`src/design/nat_ckrw_pkg.sv`:
```
package nat_ckrw_pkg;

  localparam int HELD_WORDS = 5;
  localparam int HOLD_IDX_W = $clog2(HELD_WORDS - 1);
  localparam int RUN_CNT_W  = $clog2(HELD_WORDS + 1);

  localparam logic [4:0] POS_ADDR_WORD = 5'(HELD_WORDS - 1);
  localparam logic [4:0] POS_MAX       = 5'd31;
  localparam logic [4:0] TCP_CSUM_OFS  = 5'd4;
  localparam logic [4:0] UDP_CSUM_OFS  = 5'd1;
  localparam logic [3:0] IHL_MIN       = 4'd5;

  localparam logic [7:0] PROTO_TCP = 8'd6;
  localparam logic [7:0] PROTO_UDP = 8'd17;

  // configuration register indexes
  localparam logic CFG_NEW_ADDRESS      = 1'b0;
  localparam logic CFG_TRANSLATE_SOURCE = 1'b1;

  typedef enum logic [1:0] {
    KIND_OTHER = 2'd0,
    KIND_TCP   = 2'd1,
    KIND_UDP   = 2'd2
  } kind_t;

  typedef struct packed {
    logic [31:0] in_word;
    logic        in_last;
  } in_item_t;

  typedef struct packed {
    logic [31:0] out_word;
    logic        packet_end;
    logic        run_end;
  } out_item_t;

  typedef logic [RUN_CNT_W-1:0] run_cnt_t;

  // one queue entry: a run of 1..HELD_WORDS output words
  typedef struct packed {
    logic [HELD_WORDS-1:0][31:0] words;
    run_cnt_t                    cnt;
    logic                        last;
  } job_t;

  function automatic logic [31:0] fold16(input logic [31:0] x);
    return {16'h0000, x[31:16]} + {16'h0000, x[15:0]};
  endfunction

  // incremental one's complement update, zero checksum left alone
  function automatic logic [15:0] patch_sum(input logic [15:0] sum,
                                            input logic [31:0] old_a,
                                            input logic [31:0] new_a);
    logic [31:0] fo;
    logic [31:0] fn;
    logic [31:0] s;
    fo = fold16(fold16(~old_a));
    fn = fold16(fold16(~new_a));
    s  = 32'h0001_0000 + ({16'h0000, sum} - 32'h0000_0001) - fo + fn;
    s  = fold16(fold16(s));
    return (sum == 16'h0000) ? 16'h0000 : s[15:0];
  endfunction

endpackage

```
`src/design/nat_ckrw_front.sv`:
```
module nat_ckrw_front (
  input  logic                   clk,
  input  logic                   rst_n,
  input  logic                   in_valid,
  output logic                   in_stall,
  input  nat_ckrw_pkg::in_item_t in_data,
  input  logic                   cfg_we,
  input  logic                   cfg_index,
  input  logic [31:0]            cfg_wdata,
  input  logic                   q_full,
  output logic                   push,
  output nat_ckrw_pkg::job_t     push_job
);
  import nat_ckrw_pkg::*;

  logic [31:0] new_addr_r;
  logic        xlate_src_r;
  logic [31:0] held_r [HELD_WORDS-1];
  logic [4:0]  pos_r;
  logic [3:0]  ihl_r;
  kind_t       kind_r;
  logic [31:0] old_addr_r;
  logic        changed_r;

  logic                        accept;
  logic [31:0]                 w;
  logic                        last;
  logic [HELD_WORDS-1:0][31:0] hdr;
  logic [HELD_WORDS-1:0][31:0] patched;
  logic [3:0]                  ihl;
  logic [7:0]                  proto;
  logic                        first_frag;
  logic [31:0]                 old_a;
  logic                        do_nat;
  kind_t                       kind_nxt;
  logic                        tcp_hit;
  logic                        udp_hit;
  logic [15:0]                 xp_sum;
  logic [15:0]                 xp_new;
  logic [31:0]                 xw;

  assign in_stall = q_full;
  assign accept   = in_valid && !q_full;
  assign w        = in_data.in_word;
  assign last     = in_data.in_last;

  // header decode at the address word
  always_comb begin
    for (int i = 0; i < HELD_WORDS - 1; i++) begin
      hdr[i] = held_r[i];
    end
    hdr[HELD_WORDS-1] = w;
    ihl        = hdr[0][27:24];
    proto      = hdr[2][23:16];
    first_frag = (hdr[1][12:0] == 13'd0);
    old_a      = xlate_src_r ? hdr[3] : hdr[4];
    do_nat     = (ihl >= IHL_MIN) && (old_a != new_addr_r);
    patched    = hdr;
    kind_nxt   = KIND_OTHER;
    if (do_nat) begin
      if (xlate_src_r) begin
        patched[3] = new_addr_r;
      end else begin
        patched[4] = new_addr_r;
      end
      patched[2][15:0] = patch_sum(hdr[2][15:0], old_a, new_addr_r);
      if (first_frag) begin
        if (proto == PROTO_TCP) begin
          kind_nxt = KIND_TCP;
        end else if (proto == PROTO_UDP) begin
          kind_nxt = KIND_UDP;
        end
      end
    end
  end

  // transport checksum patch on pass-through words, one shared update
  always_comb begin
    tcp_hit = 1'b0;
    udp_hit = 1'b0;
    if (changed_r) begin
      case (kind_r)
        KIND_TCP: tcp_hit = (pos_r == {1'b0, ihl_r} + TCP_CSUM_OFS);
        KIND_UDP: udp_hit = (pos_r == {1'b0, ihl_r} + UDP_CSUM_OFS);
        default: ;
      endcase
    end
    xp_sum = tcp_hit ? w[31:16] : w[15:0];
    xp_new = patch_sum(xp_sum, old_addr_r, new_addr_r);
    xw     = w;
    if (tcp_hit) begin
      xw[31:16] = xp_new;
    end else if (udp_hit) begin
      xw[15:0] = xp_new;
    end
  end

  always_comb begin
    push_job      = '0;
    push_job.last = last;
    push          = 1'b0;
    if (pos_r < POS_ADDR_WORD) begin
      // early end releases what is held, unchanged
      push = accept && last;
      for (int i = 0; i < HELD_WORDS - 1; i++) begin
        push_job.words[i] = (HOLD_IDX_W'(i) == pos_r[HOLD_IDX_W-1:0]) ? w : held_r[i];
      end
      push_job.cnt = RUN_CNT_W'(pos_r) + run_cnt_t'(1);
    end else if (pos_r == POS_ADDR_WORD) begin
      push           = accept;
      push_job.words = patched;
      push_job.cnt   = run_cnt_t'(HELD_WORDS);
    end else begin
      push              = accept;
      push_job.words[0] = xw;
      push_job.cnt      = run_cnt_t'(1);
    end
  end

  always_ff @(posedge clk) begin
    if (accept && (pos_r < POS_ADDR_WORD)) begin
      held_r[pos_r[HOLD_IDX_W-1:0]] <= w;
    end
  end

  always_ff @(posedge clk) begin
    if (!rst_n) begin
      new_addr_r  <= '0;
      xlate_src_r <= 1'b0;
    end else if (cfg_we) begin
      case (cfg_index)
        CFG_NEW_ADDRESS:      new_addr_r  <= cfg_wdata;
        CFG_TRANSLATE_SOURCE: xlate_src_r <= cfg_wdata[0];
        default: ;
      endcase
    end
  end

  always_ff @(posedge clk) begin
    if (!rst_n) begin
      pos_r      <= '0;
      ihl_r      <= '0;
      kind_r     <= KIND_OTHER;
      old_addr_r <= '0;
      changed_r  <= 1'b0;
    end else if (accept) begin
      if (last) begin
        pos_r      <= '0;
        ihl_r      <= '0;
        kind_r     <= KIND_OTHER;
        old_addr_r <= '0;
        changed_r  <= 1'b0;
      end else begin
        if (pos_r != POS_MAX) begin
          pos_r <= pos_r + 5'd1;
        end
        if (pos_r == POS_ADDR_WORD) begin
          ihl_r     <= ihl;
          changed_r <= do_nat;
          kind_r    <= kind_nxt;
          if (do_nat) begin
            old_addr_r <= old_a;
          end
        end
      end
    end
  end

endmodule

```
`src/design/nat_ckrw_queue.sv`:
```
module nat_ckrw_queue #(
  parameter int DEPTH = 2
) (
  input  logic               clk,
  input  logic               rst_n,
  input  logic               push,
  input  nat_ckrw_pkg::job_t push_job,
  output logic               full,
  input  logic               pop,
  output logic               q_valid,
  output nat_ckrw_pkg::job_t head
);
  import nat_ckrw_pkg::*;

  localparam int PTR_W = (DEPTH > 1) ? $clog2(DEPTH) : 1;
  localparam int CNT_W = $clog2(DEPTH + 1);

  job_t             mem_r [DEPTH];
  logic [PTR_W-1:0] wr_ptr_r;
  logic [PTR_W-1:0] rd_ptr_r;
  logic [CNT_W-1:0] count_r;

  assign full    = (count_r == CNT_W'(DEPTH));
  assign q_valid = (count_r != '0);
  assign head    = mem_r[rd_ptr_r];

  always_ff @(posedge clk) begin
    if (push) begin
      mem_r[wr_ptr_r] <= push_job;
    end
  end

  always_ff @(posedge clk) begin
    if (!rst_n) begin
      wr_ptr_r <= '0;
      rd_ptr_r <= '0;
      count_r  <= '0;
    end else begin
      if (push) begin
        wr_ptr_r <= (wr_ptr_r == PTR_W'(DEPTH - 1)) ? '0 : wr_ptr_r + PTR_W'(1);
      end
      if (pop) begin
        rd_ptr_r <= (rd_ptr_r == PTR_W'(DEPTH - 1)) ? '0 : rd_ptr_r + PTR_W'(1);
      end
      if (push && !pop) begin
        count_r <= count_r + CNT_W'(1);
      end else if (pop && !push) begin
        count_r <= count_r - CNT_W'(1);
      end
    end
  end

endmodule

```
`src/design/nat_ckrw_back.sv`:
```
module nat_ckrw_back (
  input  logic                    clk,
  input  logic                    rst_n,
  input  logic                    q_valid,
  input  nat_ckrw_pkg::job_t      head,
  output logic                    pop,
  output logic                    out_valid,
  input  logic                    out_stall,
  output nat_ckrw_pkg::out_item_t out_data
);
  import nat_ckrw_pkg::*;

  run_cnt_t  idx_r;
  logic      out_valid_r;
  out_item_t out_data_r;
  logic      load;
  logic      emit;
  logic      is_end;

  assign load      = !out_valid_r || !out_stall;
  assign emit      = q_valid && load;
  assign is_end    = ((idx_r + run_cnt_t'(1)) == head.cnt);
  assign pop       = emit && is_end;
  assign out_valid = out_valid_r;
  assign out_data  = out_data_r;

  always_ff @(posedge clk) begin
    if (emit) begin
      out_data_r.out_word   <= head.words[idx_r];
      out_data_r.packet_end <= head.last && is_end;
      out_data_r.run_end    <= is_end;
    end
  end

  always_ff @(posedge clk) begin
    if (!rst_n) begin
      idx_r       <= '0;
      out_valid_r <= 1'b0;
    end else begin
      if (load) begin
        out_valid_r <= q_valid;
      end
      if (emit) begin
        idx_r <= is_end ? '0 : idx_r + run_cnt_t'(1);
      end
    end
  end

endmodule

```
`src/design/ipv4_nat_checksum_rewriter.sv`:
```
// With an empty queue a pass-through word is written into the queue and then into the output
// register, from which it shows at the output.
// Header words 0..3 are held; the address word releases the 5 patched header
// words, one per cycle from the output stage while out_stall is low.
// The input takes 1 word per cycle, except that with the default queue depth of 2 the input
// stalls while the header drains and the queue is full.
module ipv4_nat_checksum_rewriter #(
  parameter int QUEUE_DEPTH = 2
) (
  input  logic                    clk,
  input  logic                    rst_n,
  input  logic                    in_valid,
  output logic                    in_stall,
  input  nat_ckrw_pkg::in_item_t  in_data,
  output logic                    out_valid,
  input  logic                    out_stall,
  output nat_ckrw_pkg::out_item_t out_data,
  input  logic                    cfg_we,
  input  logic                    cfg_index,
  input  logic [31:0]             cfg_wdata
);
  import nat_ckrw_pkg::*;

  // Reset: synchronous, active low; clears packet state, queue and config registers.

  logic push;
  job_t push_job;
  logic q_full;
  logic pop;
  logic q_valid;
  job_t head;

  nat_ckrw_front u_front (
    .clk       (clk),
    .rst_n     (rst_n),
    .in_valid  (in_valid),
    .in_stall  (in_stall),
    .in_data   (in_data),
    .cfg_we    (cfg_we),
    .cfg_index (cfg_index),
    .cfg_wdata (cfg_wdata),
    .q_full    (q_full),
    .push      (push),
    .push_job  (push_job)
  );

  nat_ckrw_queue #(
    .DEPTH (QUEUE_DEPTH)
  ) u_queue (
    .clk      (clk),
    .rst_n    (rst_n),
    .push     (push),
    .push_job (push_job),
    .full     (q_full),
    .pop      (pop),
    .q_valid  (q_valid),
    .head     (head)
  );

  nat_ckrw_back u_back (
    .clk       (clk),
    .rst_n     (rst_n),
    .q_valid   (q_valid),
    .head      (head),
    .pop       (pop),
    .out_valid (out_valid),
    .out_stall (out_stall),
    .out_data  (out_data)
  );

endmodule

```
`config.mk`:
```
export PLATFORM = sky130hd
export DESIGN_NAME = ipv4_nat_checksum_rewriter
export DESIGN_NICKNAME = d
export VERILOG_FILES = /design/src/design/nat_ckrw_pkg.sv /design/src/design/nat_ckrw_front.sv /design/src/design/nat_ckrw_queue.sv /design/src/design/nat_ckrw_back.sv /design/src/design/ipv4_nat_checksum_rewriter.sv
export SDC_FILE = /design/constraint.sdc
export NUM_CORES = 1
export LEC_CHECK = 0
export BUFFER_PORTS_ARGS = -buffer_cell sky130_fd_sc_hd__buf_4
export CORE_ASPECT_RATIO = 0.5
export CORE_MARGIN = 5
export CORE_UTILIZATION = 60
export DETAILED_ROUTE_END_ITERATION = 12
export GPL_TIMING_DRIVEN = 0
export PLACE_DENSITY = 0.75
export SYNTH_ARGS = -nofsm -noshare
export SYNTH_HDL_FRONTEND = slang
export SYNTH_SLANG_ARGS = --single-unit
export TNS_END_PERCENT = 1
```
`constraint.sdc`:
```
create_clock -name clk -period 30 [get_ports clk]
set_input_delay 4.5 -clock clk [delete_from_list [all_inputs] [get_ports clk]]
set_output_delay 4.5 -clock clk [all_outputs]
set_load 0.03 [all_outputs]
```
* Word-level counts from Yosys, hierarchy flattened *
Memories as Yosys holds them, arrays and structs flattened. A register that Yosys moved wholly into a read port is not among the register bits.
Cells that the tools add are included.

operators by class
  $add $sub $neg = 27
  magnitude comparators = 3
  equal/unequal tests = 14
  mux-type cells = 52
  bitwise logic cells = 4
  reductions and logical operators = 29

operators by type and width
  cell                      count
  $mux W32                  12
  $add A16 B16 Y17          8
  $mux W131                 1
  $mux W128                 1
  $mux W16                  7
  $bmux W32 S3              1
  $not A32 Y32              3
  $add A17 B32 Y32 const A  2
  $add A32 B32 Y32          2
  $mux W64                  1
  $sub A32 B32 Y32          2
  $mux W35                  1
  $sub A16 B1 Y17 const B   2
  $add A16 B16 Y16          2
  $logic_not A16 Y1         2
  $ne A32 B32 Y1            1
  $mux W2                   8
  $mux W1                   15
  $logic_not A13 Y1         1
  $eq A5 B5 Y1              2
  $mux W5                   2
  $reduce_bool A2 Y1        5
  $logic_and A1 B1 Y1       9
  $eq A8 B3 Y1 const B      1
  26 further kinds          38

word-level totals
  register bits = 119
  RAM bits = 456
  bits of input ports = 71
  output and inout bits = 36
  memories = 2

memories
  memory          depth  bits a word  rd ports  clocked after memory_dff  write ports  RTL line              RTL
  u_queue.mem_r   2      164          1         1                         1            nat_ckrw_queue.sv:18  job_t mem_r [DEPTH];
  u_front.held_r  4      32           4         0                         1            nat_ckrw_front.sv:18  logic [31:0] held_r [HELD_WORDS-1];

* Depth between registers and ports, before layout *
  depth in word-level cells = 16
  gate-level depth with buffers = 53
  depth with buffers taken out = 52

* By module *
A second synthesis with hierarchy kept.

unflattened totals
  cells, all modules = 3171
  area total of the unflattened synthesis = 35356.4 um^2

modules (own cells, without submodules)
  module          instances  cells an instance  area each (um^2)  sequential area each (um^2)
  nat_ckrw_front  1          2433               20641.0           5385.2
  nat_ckrw_queue  1          532                12120.4           9949.5
  nat_ckrw_back   1          206                2595.0            1101.1

* Least setup slack after synthesis *
Ideal clock, no wire load.

  path type = input to register
  start = input port in_data[1] in the netlist's numbering
  end = memory u_queue.mem_r[0][78] in the netlist's numbering (data pin)
  setup time = 0.277 ns
  data arrival time = 13.843 ns
  slack = 15.880 ns
  cell stages on the path = 52
  buffers on the path = 1
  cell sequence = clkbuf_1 -> mux2i_1 -> ha_1 -> fa_1 -> a21o_1 -> a21oi_1 -> o21bai_1 -> nand2_1 -> o211ai_1 -> a31oi_1 -> o21ai_0 -> nand3_1 -> nand2_1 -> ha_1 -> ha_1 -> xor2_1 -> fa_1 -> inv_1 -> (+16 left out) -> o31a_1 -> o2111ai_1 -> a21oi_1 -> o41ai_2 -> nor2b_1 -> o21a_1 -> o21a_1 -> o21ai_0 -> nand2b_1 -> ha_1 -> ha_1 -> nand3_1 -> a2111oi_0 -> and3_1 -> nand2_1 -> mux2_2 -> mux2i_1 -> o22ai_1

RTL lines
  item         RTL line                          RTL
  from (decl)  ipv4_nat_checksum_rewriter.sv:14  input nat_ckrw_pkg::in_item_t in_data,
  to (decl)    nat_ckrw_queue.sv:18

==> reports/results.ini <==
[layout]
n_fill_cell=4205
layout_common_cells=edfxtp_1 (490), nand2_1 (249), a21oi_1 (229)
finalNetCount=3395
final_common_cell=edfxtp_1
drive_above_1_share=0.111
syn_to_final_growth_pct=10.9
final_area_sq_mm=0.0370
regArea_sq_mm=0.0164
multi_input_comb_area_sq_mm=0.0156

[timing]
drv_slew=0
setup_viol=0
setup_tns_ps=0
fin_skew_ps=55.1
rsz0062_at_grt=no
worst_slack_ps=13690
fin_crit_ps=16310
slew_headroom=0.184
fmax_ghz=0.0613
worst_pin_slew_ps=1190
hold_viol=0
fin_crit_sh=0.544

[logic_synthesis]
synth-async-reset-ratio=0
synth_edf_count=490
synth_seq_cells=576
ys_warn_count=0
synth_area_leaders=edfxtp_1 (44%), ha_1 (6.5%), dfxtp_1 (5.2%)
ys.flop_type=edfxtp_1
yosysSeqAreaShare=0.493
avgSynthCellArea_sq_um=11.3
yosys.area.top_type_share=0.441
synth_top_area_cell=edfxtp_1
synthCells=2942
syn_nets=3227
syn_area_sq_mm=0.0334
netlist-cell-type-count=78

[setup_path]
slowest_stage=mux2i_1
crit_arrival_ps=16580
end_kind=flop
crit_path_max_incr_delay_ps=770
cp.required_ps=30270
cp_common_cell=ha_1
criticalPathCategory=primary input to flop
crit_fanout=10
rr_startpoint=u_front.xlate_src_r$_SDFFE_PN0P_
critPathLaunch=in_data[1]
start_kind=primary input

[floorplan]
rows=61
io_pins=107
die_h_um=177
die_w_um=343
dieArea_sq_mm=0.0607
initial_utilization=0.604
core_area_sq_mm=0.0553

[placement]
place_area_sq_mm=0.0353
hpwl_mm=83.6
post-place-ws_ps=13300
gp_congestion=1.03
port_buffers=106

[detailed_routing]
routed_via_density=6.44
finalWirelength_mm=109
detail_route.wl_per_cell_um=27.8
drt_iter0_markers=3932
dr.pass1.iters=6
vias=25194
drc=0
drtAntennaViolNets=0

[global_routing]
antenna_found_initial=6
grt_pass1_wl_mm=157
grt.overflow.total=0
grt_max_degree=66
grt_pass1_vias=23953
track_usage=0.354

[cts]
clock_sinks=576
cts.clk_slew.worst_paths_ps=60
htreeDepth=2
cts_tree=built
clockBufferDepth=3
post_cts.repair.setup_buffers=0
insertion_delay_ps=610
numCtsBuffers=52
postCtsHoldBufs=0
cts_root_buf=clkbuf_16
cts_resized=0

[run_status]
outcome=complete, no violations

[power_and_ir_drop]
total_power_mw=3.09
vdd_ir_drop_max_mv=0.0762
p_comb_frac=0.464
internal_power_mw=1.86
leakagePower_nw=13.2
clkPwrFrac=0.217
sw_frac_of_total=0.397
p_per_area_mw_per_mm2=83.5
p_seq_frac=0.319
p_sw_mw=1.23

[flow_run]
drv_cap=0

[hold_path]
min-delay-start=u_front.old_addr_r[14]$_SDFFE_PN0P_
hp-class=flop to flop

## registers in the layout, indices dropped and copies added (netlist names), named ones only
register	cells
u_front.kind_r	2
u_front.pos_r	5
u_front.old_addr_r	32
u_front.new_addr_r	32
u_front.held_r	128
u_queue.rd_ptr_r	1
u_queue.count_r	2
u_queue.wr_ptr_r	1
u_front.changed_r	1
u_front.ihl_r	4
u_back.out_data	34
u_back.out_valid	1
u_front.xlate_src_r	1
u_back.idx_r	3
u_queue.mem_r	328
## final cells by class
type | instances | share of cell area
diodes | 2 | 0.000135
plain buffers | 163 | 0.0187
clock buffers | 71 | 0.0382
clock inverters | 27 | 0.00755
inverters | 163 | 0.0165
multi-input cells | 2040 | 0.423
flip-flops and latches | 576 | 0.444
well taps | 756 | 0.0256
repair buffers | 114 | 0.0263
## power by group through the flow
stage | clock, mW | sequential (mW) | combinational (mW)
final | 0.669 | 0.986 | 1.43
after global routing | 0.702 | 0.990 | 1.55
after CTS | 0.667 | 0.986 | 1.40
after detailed placement | 0 | 1.00 | 1.39
after global placement | 0 | 1.01 | 1.37
after floorplan | 0 | 1.05 | 0.917
## worst max-delay path, delay by kind of cell
kind                     cells  cell delay, ps
XOR/XNOR                     3             510
adder cells (fa/ha/maj)     11            3080
AO/OA/AOI/OAI               18            4310
AND/OR/NAND/NOR             15            2780
buffers and inverters        4             580
multiplexers                 1             770
## path summary, 6_finish.rpt
path	depth (start not counted)	slack, ps	end
worst max-delay path	52	13690	u_queue.mem_r[0][82]$_DFFE_PP_
worst min register to register	2	490	u_front.old_addr_r[14]$_SDFFE_PN0P_
worst max register to register	52	17180	u_queue.mem_r[0][82]$_DFFE_PP_
worst min-delay path	2	490	u_front.old_addr_r[14]$_SDFFE_PN0P_
## cell families after synthesis
| kind of cell | count (synthesis) | share of synthesized area |
|---|---|---|
| AND/OR/NAND/NOR | 727 | 0.101 |
| AO/OA/AOI/OAI | 663 | 0.129 |
| flip-flops | 576 | 0.493 |
| buffers and inverters | 326 | 0.0391 |
| XOR/XNOR | 240 | 0.0630 |
| adder cells (fa/ha/maj) | 214 | 0.0895 |
| multiplexers | 196 | 0.0851 |
## per-stage QoR
stage | utilization | hold slack (ps) | cells
final | 0.669 | 492 | 3912
after global routing | 0.669 | 530 | 3910
after CTS | 0.669 | 494 | 3910
after detailed placement | 0.638 | 478 | 3812
after global placement | 0.635 | 469 | 3804
after floorplan | - | 454 | 2942
## layer usage
layer / GRT usage / routed length (um) / vias up
met4: 0.0726 / 2720 / 0
met3: 0.135 / 17500 / 191
met1: 0.513 / 43400 / 12250
met5: 0 / 0 / -
li1: - / - / 11174
met2: 0.515 / 45000 / 1579
## synthesized netlist by cell type (27+ instances only)
cell type / instances
edfxtp_1: 490
nand2_1: 249
a21oi_1: 229
nor2_1: 198
ha_1: 173
inv_1: 161
xnor2_1: 156
clkbuf_1: 119
mux2i_1: 90
dfxtp_1: 86
xor2_1: 84
o22ai_1: 80
mux4_2: 64
a21boi_0: 56
nor3_1: 55
o21ai_0: 55
a22o_1: 48
fa_1: 41
nand3_1: 37
a21o_1: 35
a221oi_1: 33
mux2_2: 33
and2_1: 27
Power figures use the tool's default switching activity.
